File: config.mk
export PLATFORM = sky130hd
export DESIGN_NAME = mbt_ctrl
export DESIGN_NICKNAME = d
export VERILOG_FILES = /design/src/sv/mbt_pkg.sv /design/src/sv/mbt_ctrl.sv
export SDC_FILE = /design/constraint.sdc
export NUM_CORES = 1
export LEC_CHECK = 0
export BUFFER_PORTS_ARGS = -buffer_cell sky130_fd_sc_hd__buf_2
export CORE_AREA = 2 2 39 41
export DETAILED_ROUTE_END_ITERATION = 10
export DIE_AREA = 0 0 41 43
export SLEW_MARGIN = 20
export SYNTH_ARGS = -nofsm -noshare
export SYNTH_HDL_FRONTEND = slang
export SYNTH_SLANG_ARGS = --single-unit
File: constraint.sdc
create_clock -name clk_i -period 2.6 [get_ports clk_i]
set_input_delay 0.26 -clock clk_i [delete_from_list [all_inputs] [get_ports clk_i]]
set_output_delay 0.26 -clock clk_i [all_outputs]
set_load 0.01 [all_outputs]
File: src/sv/mbt_pkg.sv
`default_nettype none

package mbt_pkg;

  // Default build widths
  localparam int COORD_BITS_DEF = 12;
  localparam int FRAC_BITS_DEF  = 28;
  localparam int ITER_BITS_DEF  = 15;

  // Register file geometry
  localparam int CFG_IDX_W  = 3;
  localparam int CFG_DATA_W = 32;
  localparam int EDGE_W     = 32;
  localparam int STEP_W     = 31;

  // Register reset values: -2.0, -1.125, 0.003125, 0.003125 in Q4.28, limit 256
  localparam logic [EDGE_W-1:0] LEFT_EDGE_RST = 32'hE000_0000;
  localparam logic [EDGE_W-1:0] TOP_EDGE_RST  = 32'hEE00_0000;
  localparam logic [STEP_W-1:0] STEP_X_RST    = 31'd838861;
  localparam logic [STEP_W-1:0] STEP_Y_RST    = 31'd838861;
  localparam int                MAX_ITER_RST  = 256;

  typedef enum logic [CFG_IDX_W-1:0] {
    CFG_LEFT_EDGE = 3'd0,
    CFG_TOP_EDGE  = 3'd1,
    CFG_STEP_X    = 3'd2,
    CFG_STEP_Y    = 3'd3,
    CFG_MAX_ITER  = 3'd4
  } cfg_idx_e;

  typedef enum logic [2:0] {
    ST_IDLE,
    ST_CINIT,
    ST_CHECK,
    ST_MUL,
    ST_SUM,
    ST_UPDATE,
    ST_DONE
  } state_e;

  typedef struct packed {
    logic load;
    logic init_c;
    logic mul_go;
    logic sum;
    logic update;
  } cmd_t;

  typedef struct packed {
    logic limit_hit;
    logic too_big;
    logic mul_done;
    logic escaped;
  } stat_t;

endpackage

`default_nettype wire

File: src/sv/mbt_ctrl.sv
`default_nettype none

module mbt_ctrl (
  input  wire logic           clk_i,
  input  wire logic           rst_ni,
  input  wire logic           start,
  output logic                busy,
  output logic                done_o,
  input  wire mbt_pkg::stat_t stat_i,
  output mbt_pkg::cmd_t       cmd_o
);

  mbt_pkg::state_e state_q, state_d;

  always_ff @(posedge clk_i or negedge rst_ni) begin
    if (!rst_ni) begin
      state_q <= mbt_pkg::ST_IDLE;
    end else begin
      state_q <= state_d;
    end
  end

  always_comb begin
    state_d = state_q;
    unique case (state_q)
      mbt_pkg::ST_IDLE: begin
        if (start) state_d = mbt_pkg::ST_CINIT;
      end
      mbt_pkg::ST_CINIT: state_d = mbt_pkg::ST_CHECK;
      mbt_pkg::ST_CHECK: begin
        if (stat_i.limit_hit || stat_i.too_big) state_d = mbt_pkg::ST_DONE;
        else                                    state_d = mbt_pkg::ST_MUL;
      end
      mbt_pkg::ST_MUL: begin
        if (stat_i.mul_done) state_d = mbt_pkg::ST_SUM;
      end
      mbt_pkg::ST_SUM: state_d = mbt_pkg::ST_UPDATE;
      mbt_pkg::ST_UPDATE: begin
        if (stat_i.escaped) state_d = mbt_pkg::ST_DONE;
        else                state_d = mbt_pkg::ST_CHECK;
      end
      mbt_pkg::ST_DONE: state_d = mbt_pkg::ST_IDLE;
      default: state_d = mbt_pkg::ST_IDLE;
    endcase
  end

  always_comb begin
    cmd_o  = '0;
    busy   = 1'b1;
    done_o = 1'b0;
    unique case (state_q)
      mbt_pkg::ST_IDLE: begin
        busy       = 1'b0;
        cmd_o.load = start;
      end
      mbt_pkg::ST_CINIT: cmd_o.init_c = 1'b1;
      mbt_pkg::ST_CHECK: cmd_o.mul_go = !(stat_i.limit_hit || stat_i.too_big);
      mbt_pkg::ST_MUL:   ;
      mbt_pkg::ST_SUM:   cmd_o.sum = 1'b1;
      mbt_pkg::ST_UPDATE: cmd_o.update = !stat_i.escaped;
      mbt_pkg::ST_DONE:  done_o = 1'b1;
      default: ;
    endcase
  end

`ifndef ASSERT_OFF
  a_accept_busy : assert property (@(posedge clk_i) disable iff (!rst_ni)
    (start && !busy) |=> busy)
    else $error("accepted transaction did not raise busy");

  a_done_idle : assert property (@(posedge clk_i) disable iff (!rst_ni)
    done_o |=> !busy && !done_o)
    else $error("result strobe not followed by idle");
`endif

endmodule

`default_nettype wire

# Word level (Yosys, flattened, before mapping)
# Cells that the tools add are included.
# word_totals
output_inout_bits	7
ff_bits	3
inputBits	7
elab_cells	26
# op_classes
eq_ne	8
reduce_logical	5
mux	12
# ops
cell	n
one-hot mux 3 bit (6 select lines)	1
2-to-1 mux 3 bit	4
== test 3 bit, second input constant	3
2-to-1 mux 1 bit	7
== test 3 x 2 -> 1 bit, second input constant	2
!= test 2 bit, second input constant	2
== test 3 x 1 -> 1 bit, second input constant	1
zero test 3 bit	1
zero test 1 bit	2
AND reduction 2 bit	1
logical OR 1 bit	1

# Longest topological paths before layout
# Gate-level depths: netlist of the first run.
# depth
ltp_word	3
ltp_mapped	4
mapped_depth_nobuf	3

# Worst setup path after synthesis of the first run
# No wires, ideal clock.
# synth_path
kind	reg2out
start	register state_q[1]
end	output port cmd_o[4] in the netlist's numbering
arrival_time_ps	984
n_path_buf	0
path_slack_ps	1356
stages_incl_launch_ff	3
required_time_ps	2340
cell_sequence	dfrtp_1 > or3_4 > nor2_2
# synth_rtl
element	line	source
from (decl)	mbt_ctrl.sv:13	mbt_pkg::state_e state_q, state_d;
from (signal assigned)	mbt_ctrl.sv:17	state_q <= mbt_pkg::ST_IDLE;
from (signal assigned)	mbt_ctrl.sv:19	state_q <= state_d;
to (decl)	mbt_ctrl.sv:10	output mbt_pkg::cmd_t cmd_o

==> results of run 1 <==
-- synthesized netlist by cell type --
master    n  area, um^2
inv_1     2        7.51
nor4_1    1        6.26
o32ai_1   1        8.76
a21oi_1   1        5.00
and2_1    1        6.26
nor2b_2   1        8.76
and3_1    1        6.26
o31ai_2   1        12.5
o21ai_0   1        5.00
nor3_1    2        10.0
or3_4     1        11.3
inv_2     1        3.75
nand2b_1  1        6.26
nor2_1    4        15.0
nor4b_2   1        15.0
dfrtp_1   3        75.1
buf_6     1        11.3
nor2_2    1        6.26
o21ai_1   1        5.00
-- critical path: stages, from the launching register on --
cell and delay, ns:
dfrtp_1 0.45, or3_4 0.42, nor2_2 0.07, buf_2 0.12
-- power by group through the flow --
stage               combinational [mW]  sequential (mW)  clock, mW
floorplan                        0.151           0.0966          0
global placement                 0.171            0.118          0
detailed placement               0.171            0.119          0
CTS                              0.173            0.119     0.0851
global route                     0.192            0.126     0.0857
finish                           0.170            0.118     0.0815
-- logic make-up (layout without fill, tap and decap cells) --
| logic type | Yosys count | count (layout) | share of synthesized area, % |
|---|---|---|---|
| AO/OA/AOI/OAI | 5 | 5 | 16.1 |
| flip-flops | 3 | 3 | 33.3 |
| AND/OR/NAND/NOR | 14 | 14 | 40.6 |
| buffers and inverters | 4 | 21 | 10.0 |
-- through the flow --
step	setup slack [ns]	total power, mW	instance area (um^2)
after global routing	0.951	0.403	335
after detailed placement	1.28	0.290	299
final	1.04	0.369	335
after floorplan	1.36	0.247	225
after global placement	1.29	0.289	299
after CTS	1.02	0.377	335
-- routing by layer --
layer / vias to the layer above / share of wire [%]
met2: 5 / 57
met3: 0 / 3.7
met4: 0 / 0
met5: - / 0
li1: 126 / -
met1: 109 / 39
-- cell type report --
class,instances,area (um^2),share of cell area (%)
Clock buffer,4,26.3,7.84
Sequential cell,3,75.1,22.4
Inverter,3,11.3,3.36
Multi-Input combinational cell,19,128,38.1
Tap cell,16,20.0,5.97
Timing Repair Buffer,14,75.1,22.4
-- how the worst min path moves through the flow --
stage / depth (start not counted) / startpoint / to
after floorplan: 0 / rst_ni / state_q[0]$_DFFE_PN0P_
after global placement: 1 / rst_ni / state_q[0]$_DFFE_PN0P_
after detailed placement: 1 / rst_ni / state_q[0]$_DFFE_PN0P_
after CTS: 3 / start / state_q[0]$_DFFE_PN0P_
after global routing: 3 / start / state_q[0]$_DFFE_PN0P_
final: 3 / start / state_q[0]$_DFFE_PN0P_
==> flow_summary_export.csv, run 1 <==
group,metric,value,unit
run_status,status,"finished clean",
place,hpwl,401,um
setup_path,rr_worst_depth,3,
finish,stdcell_count,59,
finish,mostFrequentLayoutCell,"buf_2",
finish,top_regs,"state_q x3",
finish,final_util,24.2,%
finish,layout_common_cells,"13 x buf_2, 4 x nor2_1, 3 x clkbuf_4, 3 x dfrtp_1",
finish,antenna_cells,0,
global_route,grt_pass1_wl,738,um
route,ant_nets,0,
setup_path,reg2reg_to,"state_q[0]$_DFFE_PN0P_",
floorplanning,core-area,1380,um^2
clock_network,ctsResizeCount,0,
route,vias_per_cell,4.07,
power,combPwrFrac,46.0,%
route,vias,240,
global_route,grt_usage,6.63,%
global_route,grt_util_met3,1.57,%
setup_path,r2r_slack,1.53,ns
floorplanning,die_h,43,um
timing,finalSetupViolCount,0,
route,drt_iter0_markers,3,
setup_path,start_kind,"flip-flop",
timing,max_freq,0.641,GHz
timing,fin_setup_tns,0,ns
clock_network,cts_max_level,1,
power,power_leakage,0.165,nW
setup_path,critPathKind,"flip-flop to output port",
clock_network,clk_latency,0.23,ns
finish,drive_above_1_share,51.2,%
clock_network,numCtsBuffers,3,
timing,rsz0062_at_grt,"false",
clock_network,clockBufferDepth,2,
global_route,met2_usage,10.3,%
synth,syn-num-nets,33,
place,gp_congestion,0.637,
global_route,grt.met1_usage,5.79,%
clock_network,post_cts_buffers,0,
setup_path,cp_data_required_time,2.34,ns
synth,yosysUniqueCellTypes,19,
timing,slew_headroom,82.6,%
power,power_density,1100,nW/um^2
flow_run,cap_violations,0,
floorplanning,dieArea,1760,um^2
route,wl_per_cell,8.29,um
setup_path,startpoint,"state_q[1]$_DFFE_PN0P_",
min_path,hold_path_class,"primary input to flip-flop",
floorplanning,num_rows,14,
floorplanning,die_w,41,um
floorplanning,start_util,16.3,%
power,vdd_ir_drop_max,0.000189,V
finish,area_growth,48.9,%
timing,slew_violations,0,
clock_network,numClockSinks,3,
setup_path,cp-endpoint,"cmd_o[4]",
clock_network,hold_buffers,1,
clock_network,clk_pin_slew,0.04,ns
timing,finalHoldViolations,0,
synth,ys.warnings.count,0,
setup_path,crit_fanout,8,
global_route,top_usage_layer,"met2",
synth,postSynthCellCount,26,
finish,top_register,"state_q",
finish,largest_reg_flops,3,
timing,tightest_slew,0.260,ns
route,firstDrtPassIters,2,
power,seqPwrFrac,31.9,%
finish,nFillCells,157,
global_route,grt_pass1_vias,214,
finish,num-nets-final,51,
floorplanning,io_pins,14,
power,switchingPower,0.155,mW
synth,synth_area_per_cell,8.66,um^2
setup_path,r2r_start,"state_q[0]$_DFFE_PN0P_",
route,drc_errors,0,
setup_path,arrival,1.30,ns
timing,post-route-period-util,60.0,%
global_route,grt_overflow_total,0,
global_route,grt_max_degree,11,
place,io_buffer_count,13,
clock_network,cts_tree,"yes",
place,dp_cells,54,
timing,hold_slack,0.305,ns
power,p_sw_share,42.0,%
setup_path,end_kind,"output port",
clock_network,cts_root_buf,"clkbuf_4",
timing,clock_skew,0.00384,ns
synth,synth.yosys.seq_area_share,33.3,%
global_route,antenna_found_initial,0,
timing,period_minus_slack,1.56,ns
power,power.share.clock,22.1,%
synth,ys_ff_latch,3,
route,finalWirelength,489,um
power,intPower,0.214,mW
synth,syn_area,225,um^2
Power figures use the tool's default switching activity.
==> run 2: changes to the inputs <==
Settings changed: ABC_AREA from default to 1.
Clock period 2.6 ns to 1.5 ns, I/O delays scaled along.
==> flow_summary_export.csv, run 2 <==
group,metric,value,unit
timing,slew_violations,0,
global_route,grt_max_degree,8,
setup_path,reg2reg_to,"state_q[0]$_DFFE_PN0P_",
route,ant_nets,0,
run_status,status,"finished clean",
floorplanning,core-area,1380,um^2
setup_path,r2r_start,"state_q[0]$_DFFE_PN0P_",
finish,top_regs,"state_q x3",
floorplanning,start_util,15.7,%
synth,ys.warnings.count,0,
synth,synth_top_cell_by_area,"dfrtp_1",
timing,period_minus_slack,1.39,ns
timing,rsz0062_at_grt,"false",
synth,synth_edf_count,0,
finish,num-nets-final,64,
setup_path,crit_buf_inv,1,
synth,synth_top_area_share,34.5,%
place,gp_congestion,0.841,
synth,synthArstFlopShare,100,%
clock_network,clockBufferDepth,2,
setup_path,rr_worst_depth,6,
clock_network,cts_max_level,1,
synth,yosysMostFrequentCell,"nand2_1",
min_path,hold_depth,4,
synth,ys_ff_latch,3,
floorplanning,die_h,43,um
power,total_power,0.644,mW
setup_path,cp_data_required_time,1.35,ns
route,drc_errors,0,
finish,drive_above_1_share,30.4,%
min_path,hp-start,"stat_i[1]",
clock_network,post_cts_buffers,0,
timing,post-route-period-util,92.9,%
synth,synth_area_per_cell,5.73,um^2
setup_path,critPathKind,"flip-flop to output port",
global_route,grt_usage,8.67,%
clock_network,clk_pin_slew,0.04,ns
power,power_density,1900,nW/um^2
timing,fin_setup_tns,0,ns
finish,antenna_cells,0,
floorplanning,dieArea,1760,um^2
setup_path,crit_top_cell,"nor2_1",
floorplanning,io_pins,14,
timing,clock_skew,0.00222,ns
timing,finalHoldViolations,0,
finish,area_growth,55.7,%
clock_network,cts_tree,"yes",
clock_network,clk_latency,0.24,ns
finish,final_util,24.5,%
synth,yosysUniqueCellTypes,9,
route,firstDrtPassIters,4,
global_route,grt_overflow_total,0,
synth,synthTopCellsByArea,"dfrtp_1 34%, nand2_1 21%, inv_1 16%",
power,power_leakage,0.225,nW
place,io_buffer_count,13,
power,vdd_ir_drop_max,0.000614,V
setup_path,arrival,1.24,ns
synth,postSynthCellCount,38,
floorplanning,die_w,41,um
setup_path,end_kind,"output port",
clock_network,cts_root_buf,"clkbuf_4",
min_path,holdPathEnd,"state_q[0]$_DFFE_PN0P_",
flow_run,cap_violations,0,
global_route,grt_pass1_wl,952,um
finish,top_register,"state_q",
timing,tightest_slew,0.262,ns
synth,syn-num-nets,45,
min_path,hold_path_class,"primary input to flip-flop",
finish,largest_reg_flops,3,
global_route,grt_pass1_vias,255,
setup_path,r2r_slack,0.36,ns
finish,layout_common_cells,"13 x buf_2, 12 x nand2_1, 8 x inv_1, 8 x nor2_1",
route,vias,291,
setup_path,crit_family,"simple AND/OR/NAND/NOR gates",
synth,synth-main-ff-cell,"dfrtp_1",
timing,slew_headroom,82.5,%
finish,mostFrequentLayoutCell,"buf_2",
timing,hold_slack,0.222,ns
floorplanning,num_rows,14,
timing,finalSetupViolCount,0,
setup_path,start_kind,"flip-flop",
route,drt_iter0_markers,16,
route,wl_per_cell,8.04,um
setup_path,cpPeakStageDelay,0.44,ns
clock_network,numClockSinks,3,
setup_path,critPathSlowestCell,"dfrtp_1",
route,vias_per_cell,4.04,
setup_path,crit_fanout,7,
timing,max_freq,0.718,GHz
global_route,antenna_found_initial,0,
synth,syn_area,218,um^2
place,hpwl,446,um
clock_network,numCtsBuffers,3,
synth,synthTopCellsByCount,"12 x nand2_1, 9 x inv_1, 8 x nor2_1",
synth,synth.yosys.seq_area_share,34.5,%
setup_path,path_cells,"nor2_1 > nand2_1 > nor2_1 > buf_2",
route,finalWirelength,579,um
run 2: cells by family (layout without fill, tap and decap cells):
kind of cell / Yosys count / count (layout) / synth area share, %
AO/OA/AOI/OAI: 1 / 1 / 2.30
buffers and inverters: 9 / 27 / 15.5
flip-flops: 3 / 3 / 34.5
AND/OR/NAND/NOR: 25 / 25 / 47.7
run 2: worst reg2reg max path: stages (launching register included):
cell and delay (ns):
dfrtp_1 0.44, nor2_1 0.25, nand3_1 0.11, nand2_1 0.10
inv_1 0.04, nand2_1 0.05, nand2_1 0.04
run 2: worst max-delay path by stage:
stage / start / end / slack [ns] / depth (start not counted)
6_report: state_q[0]$_DFFE_PN0P_ / cmd_o[4] / 0.11 / 4
5_1_grt: state_q[0]$_DFFE_PN0P_ / cmd_o[4] / 0.009 / 4
4_1_cts: state_q[2]$_DFFE_PN0P_ / cmd_o[2] / 0.10 / 6
3_5_place_dp: state_q[2]$_DFFE_PN0P_ / cmd_o[2] / 0.36 / 6
3_3_place_gp: state_q[2]$_DFFE_PN0P_ / cmd_o[2] / 0.37 / 6
2_1_floorplan: state_q[0]$_DFFE_PN0P_ / cmd_o[4] / 0.43 / 3
run 2: layer usage:
layer	vias to the layer above	global-route usage, %	wire length, um
met5	-	0	0
met4	0	12.0	38
met3	5	0	57
met2	16	11.6	229
met1	121	10.1	253
li1	149	-	-
run 2: cell type report:
| class | instances | area [um^2] |
|---|---|---|
| fillers | 165 | 1040 |
| multi-input cells | 26 | 109 |
| flip-flops and latches | 3 | 75.1 |
| repair buffers | 14 | 75.1 |
| clock buffers | 4 | 26.3 |
| well taps | 16 | 20.0 |
| inverters | 9 | 33.8 |
run 2: power by group:
group,switching [mW],leakage [nW],internal [mW]
registers,0.0509,0.0372,0.122
clock network,0.0461,0.0150,0.0999
logic,0.200,0.173,0.125
total,0.297,0.225,0.347
run 2: what timing repair did:
item / CTS / global route
setup endpoints to repair: 0 / 1
gates resized for setup: 0 / 1
hold buffers: 1 / 0
hold endpoints to repair: 3 / 0
run 2: stage by stage:
stage / instance area [um^2] / std cells / setup slack [ns]
global route: 339 / 72 / 0.00893
finish: 339 / 72 / 0.106
CTS: 339 / 72 / 0.102
global placement: 303 / 67 / 0.371
floorplan: 218 / 38 / 0.433
detailed placement: 303 / 67 / 0.361
